File: config.mk
export PLATFORM = sky130hd
export DESIGN_NAME = tbma_ctrl
export DESIGN_NICKNAME = d
export VERILOG_FILES = /design/src/hdl/tbma_pkg.sv /design/src/hdl/tbma_ctrl.sv
export SDC_FILE = /design/constraint.sdc
export NUM_CORES = 1
export LEC_CHECK = 0
export BUFFER_PORTS_ARGS = -buffer_cell sky130_fd_sc_hd__buf_2
export CORE_ASPECT_RATIO = 0.7
export CORE_MARGIN = 2
export CORE_UTILIZATION = 35
export DETAILED_ROUTE_END_ITERATION = 8
export PLACE_DENSITY_LB_ADDON = 0.2
export SLEW_MARGIN = 20
export SYNTH_ARGS = -nofsm -noshare
export SYNTH_HDL_FRONTEND = slang
export SYNTH_SLANG_ARGS = --single-unit
File: constraint.sdc
create_clock -name clk -period 3.5 [get_ports clk]
set_input_delay 0 -clock clk [delete_from_list [all_inputs] [get_ports clk]]
set_output_delay 0 -clock clk [all_outputs]
set_load 0.05 [all_outputs]
File: src/hdl/tbma_pkg.sv
// Package for the typed byte memory access block.
// Holds sizes, op and result codes, and the command and status structs
// shared by the controller, the datapath and the top level. No dependencies.
package tbma_pkg;

  localparam int MEM_BYTES  = 1024;
  localparam int MAX_STRING = 63;
  localparam int ADDR_W     = $clog2(MEM_BYTES);
  localparam int CALC_W     = (ADDR_W > 13) ? ADDR_W + 1 : 14;
  localparam int ACTIVE_W   = 11;
  localparam int POS_W      = 12;
  localparam int OFF_W      = 12;
  localparam int CNT_W      = 6;

  localparam logic [ACTIVE_W-1:0] ACTIVE_RESET = 11'd1024;
  localparam logic [OFF_W-1:0]    OFF_SAT      = 12'd4095;

  typedef enum logic [2:0] {
    OP_SET_INT   = 3'd0,
    OP_SET_SHORT = 3'd1,
    OP_SET_CHAR  = 3'd2,
    OP_GET_INT   = 3'd3,
    OP_GET_SHORT = 3'd4,
    OP_GET_CHAR  = 3'd5,
    OP_STR_PUT   = 3'd6,
    OP_STR_GET   = 3'd7
  } op_t;

  typedef enum logic [1:0] {
    KIND_VALUE = 2'd0,
    KIND_VIOL  = 2'd1,
    KIND_CHAR  = 2'd2,
    KIND_END   = 2'd3
  } kind_t;

  typedef struct packed {
    logic  clr_wr;
    logic  load;
    logic  wr_byte;
    logic  wr_sput;
    logic  off_upd;
    logic  off_clr;
    logic  cnt_inc;
    logic  cnt_clr;
    logic  rd_issue;
    logic  emit;
    kind_t emit_kind;
  } cmd_t;

  typedef struct packed {
    logic clr_done;
    logic can_emit;
    logic is_set;
    logic is_get;
    logic is_sput;
    logic is_sget;
    logic last;
    logic acc_viol;
    logic nb_zero;
    logic wr_last;
    logic rd_last;
    logic sput_wr_ok;
    logic sput_viol;
    logic sget_viol;
    logic sget_more;
    logic byte_zero;
  } stat_t;

endpackage

File: src/hdl/tbma_ctrl.sv
// Controller state machine for the typed byte memory access block.
// Sequences clearing, byte writes, byte reads and result emission.
// Depends on tbma_pkg for the command and status structs.
module tbma_ctrl
  import tbma_pkg::*;
(
  input  logic  clk,
  input  logic  rst_n,
  input  logic  in_valid,
  output logic  in_ready,
  input  stat_t stat,
  output cmd_t  cmd
);

  typedef enum logic [9:0] {
    S_CLEAR = 10'b00_0000_0001,
    S_IDLE  = 10'b00_0000_0010,
    S_EXEC  = 10'b00_0000_0100,
    S_WR    = 10'b00_0000_1000,
    S_GRD   = 10'b00_0001_0000,
    S_GFIN  = 10'b00_0010_0000,
    S_SRD   = 10'b00_0100_0000,
    S_SCHK  = 10'b00_1000_0000,
    S_SEND  = 10'b01_0000_0000,
    S_VIOL  = 10'b10_0000_0000
  } state_t;

  state_t state_r, state_nxt;

  always_ff @(posedge clk) begin
    if (!rst_n) begin
      state_r <= S_CLEAR;
    end else begin
      state_r <= state_nxt;
    end
  end

  assign in_ready = (state_r == S_IDLE);

  always_comb begin
    state_nxt     = state_r;
    cmd           = '0;
    cmd.emit_kind = KIND_VIOL;
    case (state_r)
      S_CLEAR: begin
        cmd.clr_wr = 1'b1;
        if (stat.clr_done) begin
          state_nxt = S_IDLE;
        end
      end
      S_IDLE: begin
        if (in_valid) begin
          cmd.load  = 1'b1;
          state_nxt = S_EXEC;
        end
      end
      S_EXEC: begin
        if (stat.is_sput) begin
          cmd.wr_sput = stat.sput_wr_ok;
          cmd.off_upd = 1'b1;
          state_nxt   = (stat.last && stat.sput_viol) ? S_VIOL : S_IDLE;
        end else begin
          cmd.off_clr = 1'b1;
          if (stat.is_set) begin
            if (!stat.nb_zero) begin
              state_nxt = S_WR;
            end else begin
              state_nxt = stat.acc_viol ? S_VIOL : S_IDLE;
            end
          end else if (stat.is_get) begin
            state_nxt = stat.acc_viol ? S_VIOL : S_GRD;
          end else if (stat.is_sget) begin
            state_nxt = stat.sget_viol ? S_VIOL : S_SRD;
          end
        end
      end
      S_WR: begin
        cmd.wr_byte = 1'b1;
        cmd.cnt_inc = 1'b1;
        if (stat.wr_last) begin
          cmd.cnt_inc = 1'b0;
          cmd.cnt_clr = 1'b1;
          state_nxt   = stat.acc_viol ? S_VIOL : S_IDLE;
        end
      end
      S_GRD: begin
        cmd.rd_issue = 1'b1;
        cmd.cnt_inc  = 1'b1;
        if (stat.rd_last) begin
          state_nxt = S_GFIN;
        end
      end
      S_GFIN: begin
        cmd.emit_kind = KIND_VALUE;
        if (stat.can_emit) begin
          cmd.emit  = 1'b1;
          state_nxt = S_IDLE;
        end
      end
      S_SRD: begin
        if (stat.sget_more) begin
          cmd.rd_issue = 1'b1;
          state_nxt    = S_SCHK;
        end else begin
          state_nxt = S_SEND;
        end
      end
      S_SCHK: begin
        cmd.emit_kind = KIND_CHAR;
        if (stat.byte_zero) begin
          state_nxt = S_SEND;
        end else if (stat.can_emit) begin
          cmd.emit    = 1'b1;
          cmd.cnt_inc = 1'b1;
          state_nxt   = S_SRD;
        end
      end
      S_SEND: begin
        cmd.emit_kind = KIND_END;
        if (stat.can_emit) begin
          cmd.emit  = 1'b1;
          state_nxt = S_IDLE;
        end
      end
      S_VIOL: begin
        cmd.emit_kind = KIND_VIOL;
        if (stat.can_emit) begin
          cmd.emit  = 1'b1;
          state_nxt = S_IDLE;
        end
      end
      default: begin
        state_nxt = S_IDLE;
      end
    endcase
  end

endmodule

==> metrics.md, run 1 <==
| Metric | Value |
|---|---|
| Nets | 165 |
| 1st-pass router iterations | 5 |
| Number of global-route vias before repair | 932 |
| Initial Utilization | a little over a third |
| Worst-case clock skew | 3.07 ps |
| Number of distinct library cells after synthesis | between 40 and 50 |
| Area contributors post-synth | dfxtp_1 (23%), a21oi_1 (5.2%), o21ai_0 (4.1%) |
| Synth top area share | 23.2% |
| Worst vdd ir | around 100 uV |
| Port Buf Inserts | 31 |
| Top FF cell, synth | dfxtp_1 |
| Cell taking the most area after synthesis | dfxtp_1 |
| CP Cell Sequence | nor4_2 -> nand3b_1 -> nor3_1 -> a21oi_1 -> nand2_1 -> buf_2 |
| Min cycle time layout | 2390 ps |
| GRT Total Usage | 18.2% |
| Worst Slack Setup Final | 1110 ps |
| Arrival time worst endpoint | 2390 ps |
| Gpl congestion | approximately 0.95 |
| Number of diodes | 0 |
| Power per Cell Area | between 200 and 300 nW/um^2 |
| CTS buffer count | 3 |
| Root buffer cell | clkbuf_4 |
| CTS Sinks | 10 |
| Die X | between 60 and 70 um |
| Pre-CTS setup slack | 1350 ps |
| DRT Wirelength | 2530 um |
| Final setup fails | 0 |
| Mapped cell area | between 800 and 900 sq um |
| Rows | 15 |
| Initial antenna violation count | 0 |
| Leakage | 0.447 nW |
| Pin count of the biggest net entering global routing | 14 |
| First-pass GRT wire length | 4060 um |
| Max_cap viols | 0 |
| FF+latch count, synth | 10 |
| RSZ-0062 raised after global routing | false |
| Worst-margin pin slew | 950 ps |
| Post-CTS setup repair buffer count | 0 |
| Net Count, Synth | between 100 and 150 |
| Core area | 2400 sq um |
| HP Class | primary input to register |
| Most instantiated cells after synthesis | dfxtp_1 (10), a21oi_1 (9), nor2_1 (8) |
| # DRC | 0 |
| CP max stage cell | nor4_2 |
| Die area | around 2900 sq um |
| # H-tree levels | 1 |
| Hold Violations, Final | 0 |
| Fmax | 419 MHz |
| CTS tree | done |
| Fin crit share | roughly two thirds |
| Syn Inst Count | around 110 |
| Critical path type | register to primary output |
| Status | finished clean |
| WL/cell | 14.2 um |
| Worst Path Required | 3500 ps |
| Setup crit start kind | register |
| Largest register FFs | 10 |
| Worst skew pair latency | ~270 ps |
| Top reg by flops | state_r |
| Vias | 1037 |
| Fraction of final layout cells sized beyond drive strength 1 | 30.6% |
| Slew Limit Fails | 0 |
| DPL Wire Length | between 1500 and 2000 um |
| DRT iter0 DRCs | 49 |
| Top Registers | state_r (10) |
| Fill cell count | 286 |
| Total gr overflow | 0 |
| Setup Total Neg Slack | 0 ps |
| Synthesis-to-layout area growth | 25.2% |
| Yosys Warn Count | 0 |
| Post-synth EDFFs | 0 |
| Syn Area/Cell | 7.72 sq um |
| Die height | 45.6 um |
| # IOs | 32 |
| Reg2Reg Depth | 5 |
| Cell with the most instances after synthesis | dfxtp_1 |
| Via/cell ratio | 5.83 |
| Clock Pin Slew Worst Setup and Hold Paths | 70 ps |
| Crit end category | primary output |
| Critical path fanouts, max | 7 |
| Tot Pwr | 0.275 mW |
| Relative slew slack | 35.8% |
| Critical path's largest stage delay | ~610 ps |
| Hold depth | 3 |
| Seq/Total Area, Yosys | 23.2% |
| Final ANT Viol Nets | 0 |
| Post-synth ARST share | 0% |
| Hold Worst Slack | 35.3 ps |
| Maximum clock insertion buffer count | 2 |
-- report_power, final --
part	switching (mW)	internal, mW	total, mW	leakage [nW]
sequential	0.00392	0.117	0.121	0.0813
combinational	0.0458	0.0269	0.0727	0.352
clock	0.0419	0.0399	0.0818	0.0138
-- cell type report --
cell class,count,area [sq um],area share (%)
Timing Repair Buffer,33,175,16.2
Clock buffer,3,22.5,2.08
Sequential cell,10,200,18.5
Tap cell,34,42.5,3.93
Inverter,6,22.5,2.08
Multi-Input combinational cell,92,619,57.2
-- path summary, 6_finish.rpt --
check | startpoint | to | slack, ps
worst max-delay path | state_r[8] | cmd[5] | 1110
worst min-delay path | stat[5] | state_r[4] | 40
worst max register to register | state_r[8] | state_r[1] | 1260
worst min register to register | state_r[5] | state_r[5] | 590
-- cells by family after synthesis --
group                  share of synthesized area, %
flip-flops                                     23.2
AO/OA/AOI/OAI                                  23.6
AND/OR/NAND/NOR                                44.7
buffers and inverters                          5.21
multiplexers                                   1.30
XOR/XNOR                                       2.03
-- critical path: cells and delay by family (launching register included) --
kind	cells	cell delay (ps)
flops	1	380
simple gates	4	1390
buf+inv	1	270
compound gates	1	80
-- cells in the final DEF (no fill, tap or decap), drive strengths merged, types with 2 or more instances in the layout --
master       instances
xor2                 2
nand3                5
o21ai                7
nor3                 3
dfxtp               10
a21oi               10
nand3b               3
a21o                 2
or3                  3
and2                 4
nand2                5
o211ai               2
buf                 31
nor4b                4
nand4b               2
nor4                 4
and3                 2
nor3b                3
nand4                5
nor2                 8
clkbuf               3
inv                  5
dlygate4sd3          2
-- timing repair --
item / 4_1_cts / 5_1_grt
setup endpoints to repair: 0 / 0
gates resized for setup: 0 / 0
endpoints found under the hold margin: 2 / 0
hold buffers: 2 / 0
-- metrics by stage --
| step | utilization [%] | instances | area (sq um) |
|---|---|---|---|
| 4_1_cts | 45.1 | 178 | 1080 |
| 2_1_floorplan | - | 112 | 865 |
| 3_5_place_dp | 43.3 | 173 | 1040 |
| 6_report | 45.1 | 178 | 1080 |
| 5_1_grt | 45.1 | 178 | 1080 |
| 3_3_place_gp | 43.3 | 173 | 1040 |
-- per-layer routing --
layer,routed length [um],share of wire [%],global-route usage [%],up-vias
met5,0,0,0,-
met4,0,0,4.35,0
met3,209,8.3,4.95,0
met2,1190,47,30.5,40
met1,1130,45,23.7,496
li1,-,-,-,501
Power figures use the tool's default switching activity.
==> run 2, diff against run 1 <==
==> constraint.sdc (replaced) <==
create_clock -name clk -period 2.1 [get_ports clk]
set_input_delay 0 -clock clk [delete_from_list [all_inputs] [get_ports clk]]
set_output_delay 0 -clock clk [all_outputs]
set_load 0.05 [all_outputs]
==> metrics.md, run 2 (synthesis results as in run 1) <==
| Metric | Value |
|---|---|
| Largest register FFs | 10 (unchanged) |
| Most frequent cells in the layout | buf_2 (29), dfxtp_1 (9), a21oi_1 (8) |
| Max_cap viols | 0 (unchanged) |
| Worst Path Required | 2100 ps (-1400 ps) |
| Worst min-delay path startpoint | stat[5] |
| Maximum clock insertion buffer count | 2 (unchanged) |
| DRT iter0 DRCs | 55 (+12%) |
| Multi-input gate area | 644 sq um (+4.0%) |
| FF-to-FF End | state_r[4] |
| Crit end category | primary output |
| Gpl congestion | 0.866 (-8.8%) |
| Port Buf Inserts | 31 (unchanged) |
| CTS tree | done |
| Register-to-Register Setup Slack | 210 ps (-1050 ps) |
| Slew Limit Fails | 0 (unchanged) |
| CTS Sinks | 10 (unchanged) |
| Relative slew slack | 68.8% (+33 points) |
| Via/cell ratio | 5.71 (-2.0%) |
| RSZ-0062 raised after global routing | false |
| Delay-heaviest family, CP | simple AND/OR/NAND/NOR gates |
| Setup crit start kind | register |
| WL/cell | 14.4 um (+1.3%) |
| Fill cell count | 268 (-6.3%) |
| CTS buffer count | 3 (unchanged) |
| Final setup fails | 0 (unchanged) |
| Worst skew pair latency | 270 ps (about the same) |
| Reg2Reg Depth | 5 (unchanged) |
| Total gr overflow | 0 (unchanged) |
| Commonest non-fill, non-tap cell in the layout | buf_2 |
| Hold Worst Slack | 37.2 ps (+1.97 ps) |
| Fin crit share | between 90% and 100% |
| Die area | 2890 sq um (unchanged) |
| Initial antenna violation count | 0 (unchanged) |
| Worst-margin pin slew | 467 ps (-483 ps) |
| Cells after DPL | 178 (+2.9%) |
| Fraction of final layout cells sized beyond drive strength 1 | 37.3% (+6.8 points) |
| Final Util | 48.5% (+3.4 points) |
| Fmax | roughly 500 MHz |
| Worst vdd ir | 198 uV (+95%) |
| GRT Total Usage | 19.2% (+0.99 points) |
| CP Cell Sequence | nor4_2 -> buf_4 -> nand3b_1 -> nor3_4 -> a21oi_1 -> nand2_1 -> buf_4 |
| HP Class | primary input to register |
| CP max stage cell | dfxtp_1 |
| Nets | 170 (+3.0%) |
| # H-tree levels | 1 (unchanged) |
| Critical path type | register to primary output |
| Die X | 63.4 um (unchanged) |
| Synthesis-to-layout area growth | 34.7% |
| Setup Total Neg Slack | 0 ps (unchanged) |
| Min cycle time layout | 1970 ps |
| Status | finished clean |
| # IOs | 32 (unchanged) |
| Reg2reg start | state_r[8] |
| 1st-pass router iterations | 4 (-1) |
| Die height | 45.6 um (unchanged) |
| Hold depth | 3 (unchanged) |
| Initial Utilization | 36.0% (unchanged) |
| # DRC | 0 (unchanged) |
| Buf/Inv on CP | 2 (+1) |
| DRT Wirelength | 2650 um (+4.7%) |
| Non-filler cells, final | 184 (+3.4%) |
| FF/Latch Area | 201 sq um (+0.62%) |
| Leakage | 0.478 nW (+6.9%) |
| Final ANT Viol Nets | 0 (unchanged) |
| Vias | 1050 (+1.3%) |
| Power per Cell Area | 440 nW/um^2 (+73%) |
| Number of global-route vias before repair | 969 (+4.0%) |
| Critical path's largest stage delay | 380 ps (-230 ps) |
| Worst Hold Path EP | state_r[4] |
| Top Registers | state_r (10) |
| Pin count of the biggest net entering global routing | 14 (unchanged) |
| Post-CTS setup repair buffer count | 0 (unchanged) |
| Clock Pin Slew Worst Setup and Hold Paths | 70 ps (about the same) |
| Most Frequent Cell on Critical Path | buf_4 |
| First-pass GRT wire length | 4250 um (+4.6%) |
| Number of diodes | 0 (unchanged) |
| Critical path fanouts, max | 7 (unchanged) |
| Rows | 15 (unchanged) |
| Top reg by flops | state_r |
| Core area | 2400 sq um (unchanged) |
| Root buffer cell | clkbuf_4 |
| Worst-case clock skew | 3.82 ps (+0.746 ps) |
| DPL Wire Length | 2040 um (+3.9%) |
| Hold Violations, Final | 0 (unchanged) |
| Arrival time worst endpoint | 1970 ps (-420 ps) |
==> run 2: per-layer routing <==
layer | GRT usage (%) | vias up | wire length (um)
li1 | - | 513 | -
met5 | 0 | - | 0
met3 | 5.20 | 0 | 193
met2 | 34.7 | 41 | 1300
met4 | 1.30 | 0 | 0
met1 | 24.3 | 496 | 1160
==> run 2: power by group <==
group / internal, mW / switching [mW]
Clock: 0.105 / 0.0731
Sequential: 0.195 / 0.00620
Combinational: 0.0504 / 0.0821
Total: 0.351 / 0.161
==> run 2: how the worst max path moves through the flow <==
stage	start	to	cells past startpoint
6_report	state_r[8]	cmd[5]	7
5_1_grt	state_r[8]	cmd[5]	7
4_1_cts	state_r[8]	cmd[5]	7
3_5_place_dp	state_r[7]	state_r[1]	5
3_3_place_gp	state_r[0]	state_r[1]	5
2_1_floorplan	state_r[4]	state_r[6]	6
==> run 2: metrics by stage <==
stage	area, sq um	setup slack (ps)	total power, mW
floorplan	872	-16.0	0.281
global placement	1080	195	0.329
detailed placement	1080	206	0.331
CTS	1150	40.3	0.511
global route	1160	5.32	0.536
finish	1160	134	0.512
==> run 2: area by class of cell <==
cell class                 count  share of cell area [%]
multi-input combinational     92                    55.3
timing repair buffer          38                    18.7
sequential                    10                    17.3
tap                           34                    3.65
clock buffer                   4                    3.11
inverter                       6                    1.93
==> run 2: repair_timing <==
action,4_1_cts,5_1_grt
pin swaps,0,1
endpoints found under the setup margin,1,5
hold endpoints to repair,2,0
hold buffers,2,0
resized for setup,1,7
==> run 2: worst reg2reg max path, delay by kind of cell (launching register included) <==
family / cells / cell delay, ps
compound gates: 1 / 110
simple gates: 4 / 1330
flops: 1 / 380
